===== src/rtl/pvp_ram.sv =====
// Generic single-write, single-read RAM with registered read data.
`default_nettype none
module pvp_ram #(
    parameter int WIDTH = 32,
    parameter int DEPTH = 8,
    parameter int AW    = (DEPTH > 1) ? $clog2(DEPTH) : 1
) (
    input  wire logic             i_clk,
    input  wire logic             i_we,
    input  wire logic [AW-1:0]    i_waddr,
    input  wire logic [WIDTH-1:0] i_wdata,
    input  wire logic             i_re,
    input  wire logic [AW-1:0]    i_raddr,
    output logic      [WIDTH-1:0] o_rdata
);

    logic [WIDTH-1:0] r_mem [0:DEPTH-1];

    always_ff @(posedge i_clk) begin
        if (i_we) begin
            r_mem[i_waddr] <= i_wdata;
        end
        if (i_re) begin
            o_rdata <= r_mem[i_raddr];
        end
    end

endmodule
`default_nettype wire


===== config.mk =====
export PLATFORM = sky130hd
export DESIGN_NAME = pvp_ram
export DESIGN_NICKNAME = d
export VERILOG_FILES = /design/src/rtl/pvp_ram.sv
export SDC_FILE = /design/constraint.sdc
export NUM_CORES = 1
export LEC_CHECK = 0
export ABC_AREA = 1
export BUFFER_PORTS_ARGS = -buffer_cell sky130_fd_sc_hd__buf_2
export CAP_MARGIN = 5
export CORE_MARGIN = 5
export CORE_UTILIZATION = 55
export DETAILED_ROUTE_END_ITERATION = 10
export GPL_TIMING_DRIVEN = 0
export HOLD_SLACK_MARGIN = 0.06
export PLACE_DENSITY = 0.76
export SETUP_SLACK_MARGIN = 0.1
export SLEW_MARGIN = 40
export SYNTH_ARGS = -nofsm -noshare
export SYNTH_HDL_FRONTEND = slang
export SYNTH_SLANG_ARGS = --single-unit

===== constraint.sdc =====
create_clock -name i_clk -period 2.4 [get_ports i_clk]
set_input_delay 0.48 -clock i_clk [delete_from_list [all_inputs] [get_ports i_clk]]
set_output_delay 0.48 -clock i_clk [all_outputs]
set_load 0.05 [all_outputs]

==> impl_metrics.ini, run 1 <==
[worst_setup_path]
max_stage_delay_ps = 350
crit_family = flip-flops
cpMaxStageDelayCell = edfxtp_1
cp-end-kind = output pin
reg2reg_from = r_mem[6][28]
cp_max_fo = 1
cp_data_arrival_time_ps = 1200
cp.required_ps = 1920
cp-start-kind = register
setup.worst_path.class = register to output pin
critPathBufInv = 1
worstSetupStartpoint = o_rdata[0]
crit_chain = buf_2

[floorplan]
die-height_um = 159
row_count = 54
coreArea_um2 = 21800
fp.dieW_um = 159
io_pins = 73
initial_core_util_pct = 55.9
fp.dieArea_um2 = 25200

[final_layout]
drive_gt1_share_pct = 13.2
nFillCells = 1550
nNetsFinal = 1314
syn2layout_area_growth_pct = 17.1

[cts]
postCtsHoldBufs = 0
clkSinkCount = 288
clockBufferDepth = 3
htree_num_levels = 1
numCtsBuffers = 29
clkLatencyLatePin_ps = 560
clk_pin_slew_ps = 60
postCtsSetupRepairBufs = 0
cts-root-buf = clkbuf_16
cts_resized = 0
cts_tree = yes

[route]
routed_wl_um = 26700
final_antenna_net_count = 0
drt_iter0_markers = 721
firstDrtPassIters = 5
via_count = 7967
avgViaCountPerCell = 5.05
drt-wirelength-per-cell_um = 16.9
remaining_drc_errors = 0

[synthesis]
syn-cell-area_um2 = 12200
syn_nets = 1197
synth_cell_types = 11
avgSynthCellArea_um2 = 10.5
yosysSeqAreaShare_pct = 70.9
synth_warnings = 0
synthCells = 1156
ys_ff_latch = 288

[place]
dp_slack_ps = 393
dp_hpwl_um = 17100
io_buffers = 71
gp_congestion = 0.768

[sta]
final.min_clock_period_ps = 1680
rsz0062_at_grt = false
worst_slack_ps = 724
maxSlewViolCount = 0
tns_ps = 0
whs_ps = 190
timing.final.crit_share_pct = 69.8
worst_slew_pin_slew_ps = 674
fmax_ghz = 0.597
setup_violations = 0
fin_skew_ps = 14.3
slew_headroom_pct = 55.1
hold_violations = 0

[grt]
busiest_layer = met2
grt_pass1_vias = 8051
grt_overflow = 0
grt_use_met2_pct = 37.8
globalRouteMet3Util_pct = 3.50
grt_util_all_layers_pct = 20.8
gr-usage-met1_pct = 25.1
grt_pass1_wl_um = 42000
antenna_found_initial = 2
grt_start_max_net_pins = 33

[worst_hold_path]
min_from = i_wdata[1]
min_path_type = primary input to register

[flow_run]
maxCapViolCount = 0

[pwr]
power_mw = 11.2
vdd_drop_max_uv = 583
power_density_nw_per_um2 = 783
p_leak_nw = 6.52

[status]
status = complete, no violations
-- cell families after synthesis --
group         share of synthesized area [%]
buf+inv                                10.6
flops                                  70.9
simple gates                           18.5
-- worst paths after layout --
kind / endpoint / slack [ps] / depth (start not counted)
max: o_rdata[0] / 720 / 1
min: r_mem[4][1] / 190 / 1
max reg2reg: o_rdata[28] / 1310 / 6
min reg2reg: o_rdata[25] / 710 / 6
-- synthesized netlist by cell type, drive strengths merged --
| cell | n | share of area [%] |
|---|---|---|
| nand2 | 422 | 13 |
| buf | 41 | 2.3 |
| nor2 | 8 | 0.25 |
| edfxtp | 288 | 71 |
| inv | 262 | 8.1 |
| clkbuf | 7 | 0.22 |
| nand3 | 128 | 5.3 |
-- per-stage QoR --
step	util [%]	area [µm²]	std cells
after floorplan	-	12200	1156
after global placement	59.1	12900	1507
after detailed placement	61.0	13300	1522
after CTS	65.4	14300	1576
after global routing	65.4	14300	1577
final	65.4	14300	1577
-- per-layer routing --
layer | vias to the layer above | wire, µm
li1 | 3862 | -
met1 | 3695 | 10100
met2 | 349 | 13800
met3 | 59 | 2100
met4 | 2 | 666
met5 | - | 11
-- cell usage in the layout (no fill, tap or decap) --
| master | netlist | routed |
|---|---|---|
| buf_1 | 5 | 5 |
| clkbuf_16 | 0 | 29 |
| buf_4 | 5 | 6 |
| buf_8 | 0 | 4 |
| clkinv_1 | 0 | 13 |
| buf_6 | 11 | 11 |
| diode_2 | 0 | 1 |
| inv_1 | 260 | 260 |
| nor2_4 | 0 | 8 |
| bufinv_16 | 0 | 4 |
| buf_16 | 0 | 11 |
| clkinv_2 | 0 | 4 |
| nand2_1 | 422 | 422 |
| nand3_1 | 128 | 128 |
| inv_2 | 2 | 2 |
| buf_2 | 20 | 90 |
| edfxtp_1 | 288 | 288 |
| clkbuf_1 | 7 | 9 |
| inv_16 | 0 | 1 |
| clkinvlp_4 | 0 | 1 |
-- registers in the layout (all words and copies together) (netlist names) --
| signal | flops |
|---|---|
| r_mem | 256 |
| o_rdata | 32 |
-- power by group --
| part | leakage (nW) | switching, mW | internal (mW) | total (mW) |
|---|---|---|---|---|
| Combinational | 3.41 | 0.664 | 0.256 | 0.920 |
| Clock | 0.462 | 1.84 | 2.63 | 4.48 |
| Sequential | 2.64 | 0.0420 | 5.74 | 5.79 |
| Total | 6.52 | 2.55 | 8.63 | 11.2 |
-- area by class of cell --
cell class                 instances  area (µm²)  share of cell area, %
clock inverter                    23         216                   1.52
clock buffer                      31         733                   5.14
buffer                            48         307                   2.15
multi-input combinational        558        2310                   16.2
tap                              280         350                   2.45
antenna                            1        2.50                 0.0175
sequential                       288        8650                   60.6
timing repair buffer              86         721                   5.05
inverter                         262         983                   6.89
-- worst reg2reg max path, stage by stage, from the launching register on --
cell,delay [ps]
edfxtp_1,350
inv_1,90
nand2_1,80
nand3_1,100
nand2_1,60
nand2_1,60
nand2_1,90
No activity file was read; power rests on OpenSTA's default activity.
==> inputs of run 2 (changes only) <==
PLACE_DENSITY = 0.73   (was 0.76)
clock period = 1.6 ns   (was 2.4 ns; I/O delays follow)
==> run 2 against run 1 <==
Utilization increased by 0.77 points. Combinational power increased by 55%. Sequential cell count unchanged.
==> impl_metrics.ini, run 2 (same netlist as run 1, synthesis figures left out) <==
[final_layout]
drive_gt1_share_pct = 12.9
top_register = r_mem
nFillCells = 1608
final_common_cell = nand2_1
final_util_pct = 66.2
largestRegisters = r_mem: 256 flops, o_rdata: 32 flops
largest_reg_flops = 256
nNetsFinal = 1339
layout_common_cells = nand2_1, edfxtp_1, inv_1, nand3_1, buf_2
final_cells = 1601
final_cell_area_um2 = 14400
diodes = 0
syn2layout_area_growth_pct = 18.5

[grt]
grt_start_max_net_pins = 33
grt_overflow = 0
grt_pass1_vias = 8108
antenna_found_initial = 0
grt_pass1_wl_um = 43600
grt_util_all_layers_pct = 21.6

[place]
dp_slack_ps = -190
gp_congestion = 0.808
place_inst = 1523
dpl-instance-area_um2 = 13300
dp_hpwl_um = 17300
io_buffers = 71

[worst_setup_path]
cp.required_ps = 1280
r2r_cells = 6
setup.worst_path.class = register to output pin
cp_max_fo = 1
cpMaxStageDelayCell = edfxtp_1
reg2reg_from = r_mem[4][9]
max_stage_delay_ps = 380
crit_chain = buf_2
cp-end-kind = output pin
r2r_end = o_rdata[9]
cp-start-kind = register
crit_family = flip-flops
regToRegSetupSlack_ps = 520
cp_data_arrival_time_ps = 1140
critPathBufInv = 1

[status]
status = complete, no violations

[floorplan]
fp.dieArea_um2 = 25200
io_pins = 73
coreArea_um2 = 21800
die-height_um = 159
initial_core_util_pct = 55.9
fp.dieW_um = 159
row_count = 54

[route]
firstDrtPassIters = 5
remaining_drc_errors = 0
drt_iter0_markers = 730
avgViaCountPerCell = 5.07
routed_wl_um = 27500
final_antenna_net_count = 0
via_count = 8111
drt-wirelength-per-cell_um = 17.2

[cts]
htree_num_levels = 1
clockBufferDepth = 3
postCtsSetupRepairBufs = 0
cts_tree = yes
clkLatencyLatePin_ps = 550
numCtsBuffers = 29
clk_pin_slew_ps = 60
clkSinkCount = 288
cts-root-buf = clkbuf_16

[worst_hold_path]
min_delay_worst_endpoint = r_mem[4][19]
min_from = i_wdata[19]
min_path_type = primary input to register
hold-path-cell-count = 1

[pwr]
p_leak_nw = 6.59
power_density_nw_per_um2 = 1130
power_mw = 16.3
vdd_drop_max_uv = 996

[sta]
hold_violations = 0
final.min_clock_period_ps = 1460
worst_slew_pin_slew_ps = 707
rsz0062_at_grt = true
setup_violations = 0
fmax_ghz = 0.686
slew_headroom_pct = 52.9
worst_slack_ps = 142
maxSlewViolCount = 0
timing.final.crit_share_pct = 91.1
fin_skew_ps = 11.5

[flow_run]
maxCapViolCount = 0
## run 2: cell count changes in the layout (fill, tap and decap cells not counted), sizes merged
cell,previous run,this run
dlygate4sd3,0,24
clkbuf,38,42
bufinv,4,1
buf,127,128
clkinvlp,1,0
diode,1,0
## run 2: metal layers
metal,wire [µm],track usage [%],up-vias
met3,2170,3.73,52
met1,11100,29.1,3840
met4,605,5.97,0
li1,-,-,3916
met5,0,0,-
met2,13600,36.6,303
## run 2: power breakdown
part	total [mW]	switching [mW]	internal, mW
clock network	6.19	2.72	3.47
logic	1.43	1.01	0.427
registers	8.68	0.0626	8.62
total	16.3	3.79	12.5
## run 2: cell type report
cell class	count	area [µm²]	share of cell area, %
clock inverter	19	110	0.762
timing repair buffer	111	983	6.81
clock buffer	35	748	5.18
inverter	262	983	6.81
buffer	48	307	2.12
tap	280	350	2.43
multi-input combinational	558	2310	16.0
sequential	288	8650	59.9
## run 2: worst max-delay path by stage
stage	to	slack [ps]	cells past startpoint	from
2_1_floorplan	r_mem[0][0]	-160	3	i_waddr[0]
3_3_place_gp	r_mem[0][19]	-1030	4	i_waddr[0]
3_5_place_dp	r_mem[2][19]	-190	6	i_waddr[0]
4_1_cts	o_rdata[5]	120	1	o_rdata[5]
5_1_grt	o_rdata[3]	90	1	o_rdata[3]
6_report	o_rdata[6]	140	1	o_rdata[6]
## run 2: repair_timing
action | CTS | global route
endpoints found under the hold margin | 186 | 0
hold buffers | 24 | 0
endpoints found under the setup margin | 0 | 3
resized for setup | 0 | 6
## run 2: through the flow
stage,setup TNS (ps),hold slack [ps]
5_1_grt,0,72.0
2_1_floorplan,-34130,419
6_report,0,76.6
4_1_cts,0,61.5
3_3_place_gp,-231910,584
3_5_place_dp,-9570,591
==> inputs of run 3 (changes only) <==
CELL_PAD_IN_SITES_DETAIL_PLACEMENT = 0   (was not set)
CELL_PAD_IN_SITES_GLOBAL_PLACEMENT = 2   (was not set)
CORE_ASPECT_RATIO = 0.8   (was not set)
CORE_UTILIZATION = 40   (was 55)
PLACE_DENSITY = not set   (was 0.73)
PLACE_DENSITY_LB_ADDON = 0.1   (was not set)
==> run 3 against run 2 <==
Clock-buffer cell count up 4. Total power grew 1.0%. Sequential power barely moved. First-iteration DRC count shrank 41%. Cell count up 9.0%. Critical path depth unchanged. Clock skew down 5.3 ps. Sequential cell count did not move. Maximum frequency shrank 2.7%. Combinational power grew 3%. Largest cell class unchanged. Largest power group unchanged.
==> impl_metrics.ini, run 3 (same netlist as run 1, synthesis figures left out) <==
[route]
drt_iter0_markers = 430
via_count = 7697
remaining_drc_errors = 0
final_antenna_net_count = 0
avgViaCountPerCell = 4.41
routed_wl_um = 29600
drt-wirelength-per-cell_um = 17.0
firstDrtPassIters = 5

[final_layout]
nNetsFinal = 1350
layout_common_cells = nand2_1, edfxtp_1, inv_1, nand3_1, buf_2
largest_reg_flops = 256
top_register = r_mem
final_common_cell = nand2_1
largestRegisters = r_mem: 256 flops, o_rdata: 32 flops
diodes = 0
syn2layout_area_growth_pct = 21.3
drive_gt1_share_pct = 12.9

[sta]
fmax_ghz = 0.667
hold_violations = 0
fin_skew_ps = 6.23
rsz0062_at_grt = true
timing.final.crit_share_pct = 93.7
final.min_clock_period_ps = 1500
tns_ps = 0
maxSlewViolCount = 0
slew_headroom_pct = 49.9
worst_slew_pin_slew_ps = 752
setup_violations = 0
worst_slack_ps = 101

[worst_setup_path]
setup.worst_path.class = register to output pin
r2r_cells = 6
crit_chain = buf_6
cp-start-kind = register
critPathBufInv = 1
cp_data_arrival_time_ps = 1180
cpMaxStageDelayCell = edfxtp_1
cp.required_ps = 1280
max_stage_delay_ps = 440
cp.depth = 1
crit_family = flip-flops
regToRegSetupSlack_ps = 530
cp_max_fo = 1
cp-end-kind = output pin

[cts]
numCtsBuffers = 31
cts-root-buf = clkbuf_16
clkSinkCount = 288
clk_pin_slew_ps = 60
postCtsSetupRepairBufs = 0
clockBufferDepth = 3
cts_tree = yes
clkLatencyLatePin_ps = 560
htree_num_levels = 1

[grt]
grt_pass1_wl_um = 45400
grt_pass1_vias = 7487
grt_start_max_net_pins = 33
antenna_found_initial = 0
grt_util_all_layers_pct = 17.6
grt_overflow = 0

[place]
dp_hpwl_um = 19400
io_buffers = 71
gp_congestion = 0.695
dp_slack_ps = -293

[status]
status = complete, no violations

[worst_hold_path]
min_path_type = primary input to register
hold-path-cell-count = 1

[floorplan]
row_count = 57
die-height_um = 166
coreArea_um2 = 30200
fp.dieArea_um2 = 34100
initial_core_util_pct = 40.3
io_pins = 73
fp.dieW_um = 205

[pwr]
power_mw = 16.5
p_leak_nw = 6.66
power_density_nw_per_um2 = 1110
vdd_drop_max_uv = 908

[flow_run]
maxCapViolCount = 0
==> run 3: changes by cell type in the layout (fill, tap and decap cells not counted), sizes merged <==
cell         previous run  this run
bufinv                  1         0
inv                   263       262
dlygate4sd3            24        31
clkbuf                 42        47
buf                   128       129
==> run 3: per-stage QoR <==
stage / util, % / cell area, µm² / hold WS [ps] / cells
after floorplan: - / 12200 / 419 / 1156
after global placement: 43.3 / 13100 / 589 / 1640
after detailed placement: 44.8 / 13500 / 594 / 1658
after CTS: 48.8 / 14800 / 63.4 / 1745
after global routing: 48.9 / 14800 / 81.6 / 1745
final: 48.9 / 14800 / 87.7 / 1745
==> run 3: final cells by class <==
| class | count | area, µm² |
|---|---|---|
| Tap cell | 413 | 517 |
| Sequential cell | 288 | 8650 |
| Clock buffer | 39 | 806 |
| Fill cell | 2804 | 15400 |
| Inverter | 262 | 983 |
| Multi-Input combinational cell | 558 | 2310 |
| Timing Repair Buffer | 120 | 1140 |
| Buffer | 48 | 307 |
| Clock inverter | 17 | 71.3 |
==> run 3: final timing paths <==
path,to,from
min reg2reg,o_rdata[5],r_mem[1][5]
max reg2reg,o_rdata[12],r_mem[5][12]
max,o_rdata[2],o_rdata[2]
min,r_mem[5][24],i_wdata[24]
==> run 3: routing by layer <==
metal / global-route usage (%) / up-vias / wire length, µm
li1: - / 3934 / -
met5: 0 / - / 0
met1: 25.3 / 3578 / 14100
met4: 3.23 / 0 / 528
met2: 28.9 / 146 / 13800
met3: 2.75 / 39 / 1210
==> run 3: repair_timing <==
action                                 in CTS  in global routing
pin swaps                                   0                  0
setup endpoints to repair                   5                 12
hold buffers                               31                  0
gates resized for setup                     7                 21
endpoints found under the hold margin     247                  0
==> run 3: where the power goes <==
| part | total, mW | internal [mW] | switching [mW] |
|---|---|---|---|
| Combinational | 1.48 | 0.462 | 1.02 |
| Sequential | 8.68 | 8.62 | 0.0622 |
| Clock | 6.31 | 3.52 | 2.80 |
