$ cat src/rtl/pvp_pkg.sv
// Package: payload types, codes and sizing constants of the vertex projector.
`default_nettype none
package pvp_pkg;

    localparam int NUM_CAMERAS   = 8;
    localparam int FRAC_BITS     = 16;
    localparam int WORDS_PER_CAM = 12;
    localparam int CAM_AW        = (NUM_CAMERAS > 1) ? $clog2(NUM_CAMERAS) : 1;
    localparam int DIV_STEPS     = 32;

    localparam logic KIND_LOAD    = 1'b0;
    localparam logic KIND_PROJECT = 1'b1;

    typedef enum logic [1:0] {
        STATUS_OK   = 2'd0,
        STATUS_SAT  = 2'd1,
        STATUS_ZERO = 2'd2
    } t_status;

    typedef struct packed {
        logic               kind;
        logic [2:0]         camera_index;
        logic [3:0]         entry_index;
        logic signed [31:0] entry_value;
        logic signed [31:0] vertex_x;
        logic signed [31:0] vertex_y;
        logic signed [31:0] vertex_z;
    } t_in;

    typedef struct packed {
        logic signed [31:0] image_u;
        logic signed [31:0] image_v;
        logic [1:0]         status;
    } t_out;

    // One divider lane: partial remainder, dividend bits still to shift in, quotient.
    typedef struct packed {
        logic [63:0] rem;
        logic [31:0] bits;
        logic [31:0] quo;
    } t_lane;

    // Side information that travels with an item through the divider.
    typedef struct packed {
        logic        valid;
        logic [63:0] den;
        logic        neg_u;
        logic        neg_v;
        logic        ovf_u;
        logic        ovf_v;
        logic        zero;
    } t_ctl;

endpackage
`default_nettype wire

$ cat src/rtl/pvp_div_step.sv
// One registered restoring-division step of a divider lane.
`default_nettype none
module pvp_div_step (
    input  wire logic          i_clk,
    input  wire logic          i_en,
    input  wire logic [63:0]   i_den,
    input  wire pvp_pkg::t_lane i_lane,
    output pvp_pkg::t_lane     o_lane
);
    import pvp_pkg::*;

    logic [64:0] trial;
    logic [64:0] diff;
    logic        take;
    t_lane       n_lane;

    always_comb begin
        trial = {i_lane.rem, i_lane.bits[31]};
        diff  = trial - {1'b0, i_den};
        take  = (trial >= {1'b0, i_den});
        n_lane.rem  = take ? diff[63:0] : trial[63:0];
        n_lane.bits = {i_lane.bits[30:0], 1'b0};
        n_lane.quo  = {i_lane.quo[30:0], take};
    end

    always_ff @(posedge i_clk) begin
        if (i_en) begin
            o_lane <= n_lane;
        end
    end

endmodule
`default_nettype wire

$ cat config.mk
export PLATFORM = sky130hd
export DESIGN_NAME = pvp_div_step
export DESIGN_NICKNAME = d
export VERILOG_FILES = /design/src/rtl/pvp_pkg.sv /design/src/rtl/pvp_div_step.sv
export SDC_FILE = /design/constraint.sdc
export NUM_CORES = 1
export LEC_CHECK = 0
export BUFFER_PORTS_ARGS = -buffer_cell sky130_fd_sc_hd__buf_2
export CELL_PAD_IN_SITES_DETAIL_PLACEMENT = 1
export CELL_PAD_IN_SITES_GLOBAL_PLACEMENT = 1
export CORE_ASPECT_RATIO = 1.75
export CORE_MARGIN = 2
export CORE_UTILIZATION = 40
export CTS_CLUSTER_SIZE = 28
export DETAILED_ROUTE_END_ITERATION = 8
export PLACE_DENSITY_LB_ADDON = 0.1
export SLEW_MARGIN = 15
export SYNTH_ARGS = -nofsm -noshare
export SYNTH_HDL_FRONTEND = slang
export SYNTH_SLANG_ARGS = --single-unit
$ cat constraint.sdc
create_clock -name i_clk -period 10.3 [get_ports i_clk]
set_clock_uncertainty 0.15 [all_clocks]
set_input_delay 2.06 -clock i_clk [delete_from_list [all_inputs] [get_ports i_clk]]
set_output_delay 2.06 -clock i_clk [all_outputs]
set_load 0.02 [all_outputs]
==> flow_metrics.py, run 1 <==
metrics = {
    "run_status": {
        "status": "completed",
    },
    "die": {
        "core-area_um2": 21410,
        "die_w_um": 115.4,
        "die_area_um2": 22970,
        "num_rows": 71,
        "chipHeight_um": 199.0,
        "start_util_pct": 40.61,
        "pin_count": 322,
    },
    "power": {
        "total_power_mw": 1.841,
        "clockPowerShare_pct": 33.6,
        "p_sw_uw": 598.8,
        "combPwrFrac_pct": 29.9,
        "internal_power_mw": 1.242,
        "powerDensity_nw_per_um2": 166.4,
        "leakage_nw": 5.051,
        "seqPwrFrac_pct": 36.4,
        "switching_share_pct": 32.52,
        "ir_worst_vdd_mv": 0.07106,
    },
    "clock_tree": {
        "htreeDepth": 4,
        "numCtsBuffers": 17,
        "root_buffer": "clkbuf_16",
        "hold_buffers": 0,
        "clkTransAtPathRegs_ns": 0.06,
        "cts_buffer_depth": 2,
        "cts_resized": 0,
        "cts_tree": "done",
        "cts.sinks": 127,
        "post-cts-setup-buffers": 0,
    },
    "min_path": {
        "holdCritStartpoint": "i_lane[62]",
        "hold_path.class": "in2reg",
    },
    "synthesis": {
        "synth_cells": 898,
        "ys.flop_type": "edfxtp_1",
        "synth_edf_count": 127,
        "yosysMostFrequentCell": "edfxtp_1",
        "seq_area_frac_synth_pct": 43.87,
        "yosys_warnings": 0,
        "synth_top_area_share_pct": 43.87,
        "ys_top_cells_by_count": "edfxtp_1 (127), a21oi_1 (122), nor2_1 (83), inv_1 (81), ha_1 (64)",
        "synthArstFlopShare_pct": 0,
        "ys_types": 65,
        "ys_seq_elements": 127,
        "synth.avg_cell_area_um2": 9.681,
        "yosysTopAreaCell": "edfxtp_1",
        "synth.net_count": 1157,
        "syn_area_um2": 8693,
        "ys_top_cells_by_area": "edfxtp_1 (44%), ha_1 (9.2%), a21oi_1 (7.0%)",
    },
    "sta": {
        "relSlewSlack_pct": 28.20,
        "hold_viol_final": 0,
        "setup_viol": 0,
        "timing.final.crit_share_pct": 57.96,
        "slew_violations": 0,
        "fin_hold_ws_ns": 1.646,
        "period_minus_slack_ns": 5.970,
        "setup_tns_ns": 0,
        "fmax_ghz": 0.1675,
        "layout_setup_ws_ns": 4.330,
        "tightest_slew_ns": 1.077,
        "grt_setup_unrepaired": "false",
    },
    "setup_path": {
        "cp-startpoint": "i_den[1]",
        "critical_path.max_fanout": 63,
        "path_cells": "buf_2 > inv_1 > ha_1 > nor2b_1 > o2111a_1 > o21ai_1 > o311ai_2 > o2111ai_1 > a21oi_1 > o21ai_1 > a21oi_4 > buf_4 > buf_4 > mux2_2",
        "crit_type": "in2reg",
        "slowest_delay_ns": 0.63,
        "cp.arrival_ns": 6.00,
        "cp-start-kind": "input pin",
        "required_ns": 10.34,
        "path_buf_inv": 4,
        "path_delay_family": "compound AO/OA/AOI/OAI gates",
        "slowest_stage": "buf_4",
        "endpoint_kind": "flop",
    },
    "drt": {
        "ant_nets": 0,
        "detail_route.vias_per_cell": 5.272,
        "vias": 7913,
        "wl_um": 28310,
        "drt_iter0_drc": 304,
        "wl_per_cell_um": 18.86,
        "first_pass_iters": 4,
        "drc_errors": 0,
    },
    "placed_design": {
        "dp.cells": 1468,
        "portBuffers": 319,
        "dp_slack_ns": 3.851,
        "hpwl_um": 23060,
        "routabilityCongestion": 0.8885,
    },
    "final_layout": {
        "instances_no_fill": 1501,
        "top_register": "o_lane",
        "num-fill-cells": 2565,
        "regArea_um2": 3814,
        "reg_top3": "o_lane: 127 flops",
        "largest_reg_flops": 127,
        "drive_above_1_share_pct": 32.28,
        "synthToLayoutAreaGrowth_pct": 27.29,
        "final_nets": 1454,
        "multi_input_area_um2": 4355,
    },
    "global_route": {
        "grt_max_degree": 84,
        "grt_use_total_pct": 24.67,
        "grt_pass1_vias": 8500,
        "grt_pass1_wl_um": 43350,
        "antenna_found_initial": 0,
        "grt-ovfl-total": 0,
    },
    "flow_run": {
        "drv_cap": 0,
    },
}
==> metrics by stage <==
stage               utilization [%]  instance area, um2
floorplan                         -                8693
CTS                           51.67               11060
finish                        51.69               11070
detailed placement            48.89               10470
global route                  51.67               11060
global placement              48.89               10470
==> final cells by class <==
type	instances	area share (%)
antenna	1	0.02261
clock buffer	20	3.946
clock inverter	12	1.436
inverter	81	2.748
multi-input combinational	645	39.36
sequential	127	34.46
tap	292	3.302
timing repair buffer	323	14.72
==> power groups by stage <==
stage          clock network [mW]  logic, mW  registers [mW]
2_1_floorplan                   0      0.278           0.765
3_3_place_gp                    0      0.542           0.678
3_5_place_dp                    0      0.553           0.681
4_1_cts                     0.637      0.557           0.672
5_1_grt                     0.649      0.604           0.677
6_report                    0.619      0.551           0.671
==> layer usage <==
layer	part of all wire [%]	GRT usage (%)	up-vias	routed length, um
li1	-	-	3859	-
met1	33	22.53	3737	9361
met2	57	49.47	259	16210
met3	5.9	5.484	58	1656
met4	3.8	11.42	0	1076
met5	0	0	-	0
==> placed cells by master (no fill, tap or decap), types with 3 or more instances in the layout <==
| cell | instances |
|---|---|
| a211oi_1 | 4 |
| a21o_1 | 33 |
| a21oi_1 | 122 |
| a21oi_2 | 4 |
| a221oi_1 | 3 |
| a31oi_1 | 4 |
| and3_1 | 5 |
| buf_2 | 318 |
| buf_4 | 5 |
| bufinv_16 | 3 |
| clkbuf_1 | 3 |
| clkbuf_16 | 17 |
| clkinv_4 | 3 |
| edfxtp_1 | 127 |
| ha_1 | 64 |
| inv_1 | 81 |
| mux2_2 | 19 |
| nand2_1 | 56 |
| nand2b_1 | 6 |
| nand3_1 | 15 |
| nand4_1 | 27 |
| nor2_1 | 83 |
| nor2b_1 | 7 |
| nor3_1 | 9 |
| nor4_1 | 8 |
| o211ai_1 | 4 |
| o21a_1 | 3 |
| o21ai_0 | 38 |
| o21ai_1 | 3 |
| o21bai_1 | 11 |
| o221ai_1 | 5 |
| o22ai_1 | 3 |
| o31ai_1 | 4 |
| or2_2 | 3 |
| or3_1 | 6 |
| xnor2_1 | 36 |
| xor2_1 | 25 |
==> final timing paths <==
kind,to,slack [ns],cells past startpoint
worst max-delay path,o_lane[109]$_DFFE_PP_,4.33,14
worst min-delay path,o_lane[63]$_DFFE_PP_,1.65,1
==> cells by family after synthesis <==
family / after synthesis / synth area share [%]
AOI/OAI and AO/OA: 267 / 19.50
and+or+nand+nor: 231 / 12.33
DFF: 127 / 43.87
buffers and inverters: 126 / 6.030
adders and majority gates: 65 / 9.442
xor gates and xnor gates: 61 / 6.146
muxes: 20 / 2.634
other: 1 / 0.04314
No activity file was read; power rests on OpenSTA's default activity.
==> inputs of run 2 (changes only) <==
Settings changed: CORE_UTILIZATION 40 to 37.
Clock period 10.3 ns to 6.2 ns, I/O delays scaled along.
==> run 2 against run 1 <==
  * Via count fell by 0.19%
  * Total power rose by 61%
  * Setup slack got worse by 2.7 ns
  * Flip-flop and latch count did not move
  * Critical path depth fell by 1
  * Design area fell by 0.16%
  * Utilization fell by 4.1 points
  * Final cell count rose by 0.73%
  * Highest routed layer is now met5
  * Clock power rose by 53%
  * Sequential power rose by 65%
==> flow_metrics.py, run 2 (synthesis results as in run 1) <==
metrics = {
    "die": {
        "die_area_um2": 24790,
        "chipHeight_um": 206.8,
        "core-area_um2": 23240,
        "num_rows": 74,
        "pin_count": 322,
        "die_w_um": 119.9,
        "start_util_pct": 37.41,
    },
    "power": {
        "leakage_nw": 5.044,
        "ir_worst_vdd_mv": 0.1654,
        "p_sw_uw": 990.5,
        "combPwrFrac_pct": 30.7,
        "internal_power_mw": 1.979,
        "switching_share_pct": 33.36,
        "powerDensity_nw_per_um2": 268.7,
        "seqPwrFrac_pct": 37.4,
        "clockPowerShare_pct": 31.9,
    },
    "sta": {
        "timing.final.crit_share_pct": 73.31,
        "grt_setup_unrepaired": "false",
        "layout_setup_ws_ns": 1.655,
        "relSlewSlack_pct": 47.51,
        "tightest_slew_ns": 0.7873,
        "setup_viol": 0,
        "period_minus_slack_ns": 4.545,
        "fmax_ghz": 0.2200,
        "slew_violations": 0,
        "setup_tns_ns": 0,
        "hold_viol_final": 0,
    },
    "setup_path": {
        "endpoint_kind": "flop",
        "path_delay_family": "compound AO/OA/AOI/OAI gates",
        "crit_type": "in2reg",
        "path_cells": "buf_2 > inv_1 > ha_1 > nor2b_1 > o2111a_1 > o21ai_1 > o311ai_2 > o2111ai_1 > a21oi_1 > o21ai_1 > a21oi_4 > buf_4 > mux2_2",
        "critical_path.max_fanout": 43,
        "slowest_stage": "o311ai_2",
        "required_ns": 6.24,
        "slowest_delay_ns": 0.50,
        "cp.depth": 13,
        "cp.arrival_ns": 4.59,
        "path_buf_inv": 3,
        "cp-start-kind": "input pin",
        "cpMostUsedCell": "o21ai_1",
    },
    "final_layout": {
        "antenna_cells": 0,
        "reg_top3": "o_lane: 127 flops",
        "final_nets": 1455,
        "largest_reg_flops": 127,
        "drive_above_1_share_pct": 32.45,
        "top_register": "o_lane",
        "mostFrequentLayoutCells": "buf_2 (318), edfxtp_1 (127), a21oi_1 (122), nor2_1 (83), inv_1 (81)",
        "synthToLayoutAreaGrowth_pct": 27.09,
        "final_common_cell": "buf_2",
    },
    "clock_tree": {
        "clkTransAtPathRegs_ns": 0.06,
        "root_buffer": "clkbuf_16",
        "cts.sinks": 127,
        "post-cts-setup-buffers": 0,
        "cts_resized": 0,
        "cts_tree": "done",
        "cts_buffer_depth": 2,
        "numCtsBuffers": 17,
        "hold_buffers": 0,
        "htreeDepth": 4,
    },
    "global_route": {
        "grt_max_degree": 67,
        "grt_use_total_pct": 22.27,
        "grt_pass1_vias": 8225,
        "grt-ovfl-total": 0,
        "antenna_found_initial": 2,
        "grt_pass1_wl_um": 42370,
    },
    "placed_design": {
        "routabilityCongestion": 0.8438,
        "hpwl_um": 22460,
        "dp_slack_ns": 1.225,
        "portBuffers": 319,
    },
    "flow_run": {
        "drv_cap": 0,
    },
    "run_status": {
        "status": "completed",
    },
    "drt": {
        "drt_iter0_drc": 276,
        "wl_um": 27440,
        "vias": 7898,
        "drc_errors": 0,
        "wl_per_cell_um": 18.15,
        "ant_nets": 0,
        "detail_route.vias_per_cell": 5.224,
        "first_pass_iters": 4,
    },
    "min_path": {
        "hold_path_depth": 1,
        "hold_path.class": "in2reg",
    },
}
-- run 2: cell count changes in the layout (fill, tap and decap cells not counted) --
cell       before  now
clkbuf_1        3    0
clkinv_1        0    1
diode_2         1    0
buf_12          0    1
inv_6           2    1
bufinv_16       3    1
inv_8           0    1
clkinv_2        2    5
-- run 2: per-stage QoR --
stage                     util, %  std cells  power [mW]  hold slack [ns]  cell area [um2]
after floorplan                 -        898       1.732            1.189             8693
final                       47.54       1512       2.969           0.8226            11050
after CTS                   47.54       1512       3.018           0.7900            11050
after global placement      45.19       1481       2.033            1.266            10500
after detailed placement    45.19       1481       2.045            1.268            10500
after global routing        47.54       1512       3.131           0.8013            11050
-- run 2: path summary, 6_finish.rpt --
check	from	to	slack, ns
worst min-delay path	i_lane[42]	o_lane[43]$_DFFE_PP_	0.82
worst max-delay path	i_den[1]	o_lane[73]$_DFFE_PP_	1.65
-- run 2: power groups by stage --
stage                     Clock, mW  Combinational, mW  Sequential [mW]
after CTS                     0.983              0.924             1.11
after floorplan                   0              0.461             1.27
after global placement            0              0.907             1.13
after global routing           1.01               1.00             1.12
final                         0.947              0.912             1.11
after detailed placement          0              0.917             1.13
-- run 2: metal layers --
| metal | GRT usage, % | vias up | part of all wire, % |
|---|---|---|---|
| met5 | 0 | - | 0.026 |
| met4 | 9.538 | 2 | 2.7 |
| met3 | 4.698 | 40 | 5.2 |
| met1 | 21.53 | 3749 | 35 |
| li1 | - | 3855 | - |
| met2 | 44.63 | 252 | 57 |
-- run 2: final cells by class --
| cell class | instances | area (um2) |
|---|---|---|
| repair buffers | 324 | 1649 |
| multi-input cells | 645 | 4355 |
| flip-flops and latches | 127 | 3814 |
| fillers | 2817 | 12190 |
| well taps | 304 | 380.4 |
| clock buffers | 17 | 425.4 |
| inverters | 81 | 304.0 |
| clock inverters | 14 | 120.1 |
==> inputs of run 3 (changes only) <==
Clock period 6.2 ns to 4.5 ns, I/O delays scaled along.
==> run 3 against run 2 <==
  * Combinational power increased by 43%
  * Wire length is 2.3% higher
  * Utilization up 1.2 points
  * Worst hold slack lost 0.34 ns
  * Non-clock buffer count is 24 higher
  * Flip-flop and latch count unchanged
  * Count of clock-buffer cells in the layout increased by 1
  * Critical path depth is 1 higher
  * Die area unchanged
  * Design area is 2.4% higher
==> flow_metrics.py, run 3 (synthesis results as in run 1) <==
metrics = {
    "run_status": {
        "status": "completed",
    },
    "die": {
        "core-area_um2": 23240,
        "die_area_um2": 24790,
        "die_w_um": 119.9,
        "pin_count": 322,
        "start_util_pct": 37.41,
        "chipHeight_um": 206.8,
        "num_rows": 74,
    },
    "placed_design": {
        "routabilityCongestion": 0.8754,
        "hpwl_um": 23400,
        "dp_slack_ns": 0.1790,
        "portBuffers": 319,
    },
    "drt": {
        "ant_nets": 0,
        "wl_per_cell_um": 18.26,
        "drt_iter0_drc": 194,
        "detail_route.vias_per_cell": 5.213,
        "wl_um": 28070,
        "vias": 8013,
        "first_pass_iters": 4,
        "drc_errors": 0,
    },
    "sta": {
        "relSlewSlack_pct": 44.77,
        "period_minus_slack_ns": 3.847,
        "setup_tns_ns": 0,
        "layout_setup_ws_ns": 0.6534,
        "fmax_ghz": 0.2600,
        "grt_setup_unrepaired": "false",
        "hold_viol_final": 0,
        "timing.final.crit_share_pct": 85.48,
        "slew_violations": 0,
        "tightest_slew_ns": 0.8285,
        "setup_viol": 0,
    },
    "global_route": {
        "grt_use_total_pct": 22.79,
        "grt_pass1_vias": 8409,
        "grt-ovfl-total": 0,
        "antenna_found_initial": 2,
        "grt_max_degree": 63,
        "grt_pass1_wl_um": 43260,
    },
    "clock_tree": {
        "htreeDepth": 4,
        "cts_resized": 0,
        "hold_buffers": 0,
        "numCtsBuffers": 17,
        "cts.sinks": 127,
        "cts_buffer_depth": 2,
        "post-cts-setup-buffers": 0,
        "cts_tree": "done",
        "clkTransAtPathRegs_ns": 0.06,
        "root_buffer": "clkbuf_16",
    },
    "setup_path": {
        "required_ns": 4.55,
        "endpoint_kind": "flop",
        "cp.arrival_ns": 3.89,
        "critical_path.max_fanout": 3,
        "path_buf_inv": 2,
        "path_delay_family": "compound AO/OA/AOI/OAI gates",
        "path_cells": "buf_2 > ha_1 > fa_1 > nand2b_1 > a21oi_1 > o211ai_1 > nand3_1 > o311ai_1 > o311ai_0 > o21ai_1 > buf_4 > o21ai_0 > xor2_1 > mux2_2",
        "cp-start-kind": "input pin",
        "slowest_stage": "fa_1",
        "slowest_delay_ns": 0.42,
        "crit_type": "in2reg",
    },
    "final_layout": {
        "final_common_cell": "buf_2",
        "utilization_pct": 48.69,
        "synthToLayoutAreaGrowth_pct": 30.17,
        "mostFrequentLayoutCells": "buf_2 (318), edfxtp_1 (127), a21oi_1 (122), nor2_1 (83), inv_1 (81)",
        "reg_top3": "o_lane: 127 flops",
        "top_register": "o_lane",
        "antenna_cells": 0,
        "drive_above_1_share_pct": 33.82,
        "largest_reg_flops": 127,
        "final_nets": 1479,
    },
    "power": {
        "leakage_nw": 5.188,
        "ir_worst_vdd_mv": 0.2022,
        "powerDensity_nw_per_um2": 378.1,
        "total_power_mw": 4.279,
    },
    "min_path": {
        "hold_path.class": "in2reg",
    },
    "flow_run": {
        "drv_cap": 0,
    },
}
[run 3: where the power goes]
group / internal (mW) / switching [mW] / total, mW
registers: 1.49 / 0.0377 / 1.53
clock network: 0.879 / 0.572 / 1.45
logic: 0.510 / 0.787 / 1.30
[run 3: final timing paths]
kind              startpoint               endpoint  cells after the start
setup / recovery    i_den[0]  o_lane[122]$_DFFE_PP_                     14
hold / removal    i_lane[35]   o_lane[36]$_DFFE_PP_                      1
[run 3: cell type report]
class,count,area (um2)
clock inverters,14,178.9
clock buffers,18,429.2
inverters,81,304.0
multi-input cells,645,4355
well taps,304,380.4
flip-flops and latches,127,3814
repair buffers,348,1854
fillers,2772,11920
[run 3: per-stage QoR]
stage,cell area (um2),hold slack (ns),instances
after detailed placement,10710,0.9284,1505
final,11320,0.4840,1537
after floorplan,8693,0.8489,898
after global placement,10710,0.9262,1505
after global routing,11320,0.4638,1537
after CTS,11320,0.4569,1537
[run 3: metal layers]
layer  wire, um  global-route usage [%]  vias up
li1           -                       -     3909
met1       9463                   21.18     3782
met2      16190                   46.22      265
met3       1567                   5.412       55
met4        843                   9.790        2
met5          8                       0        -
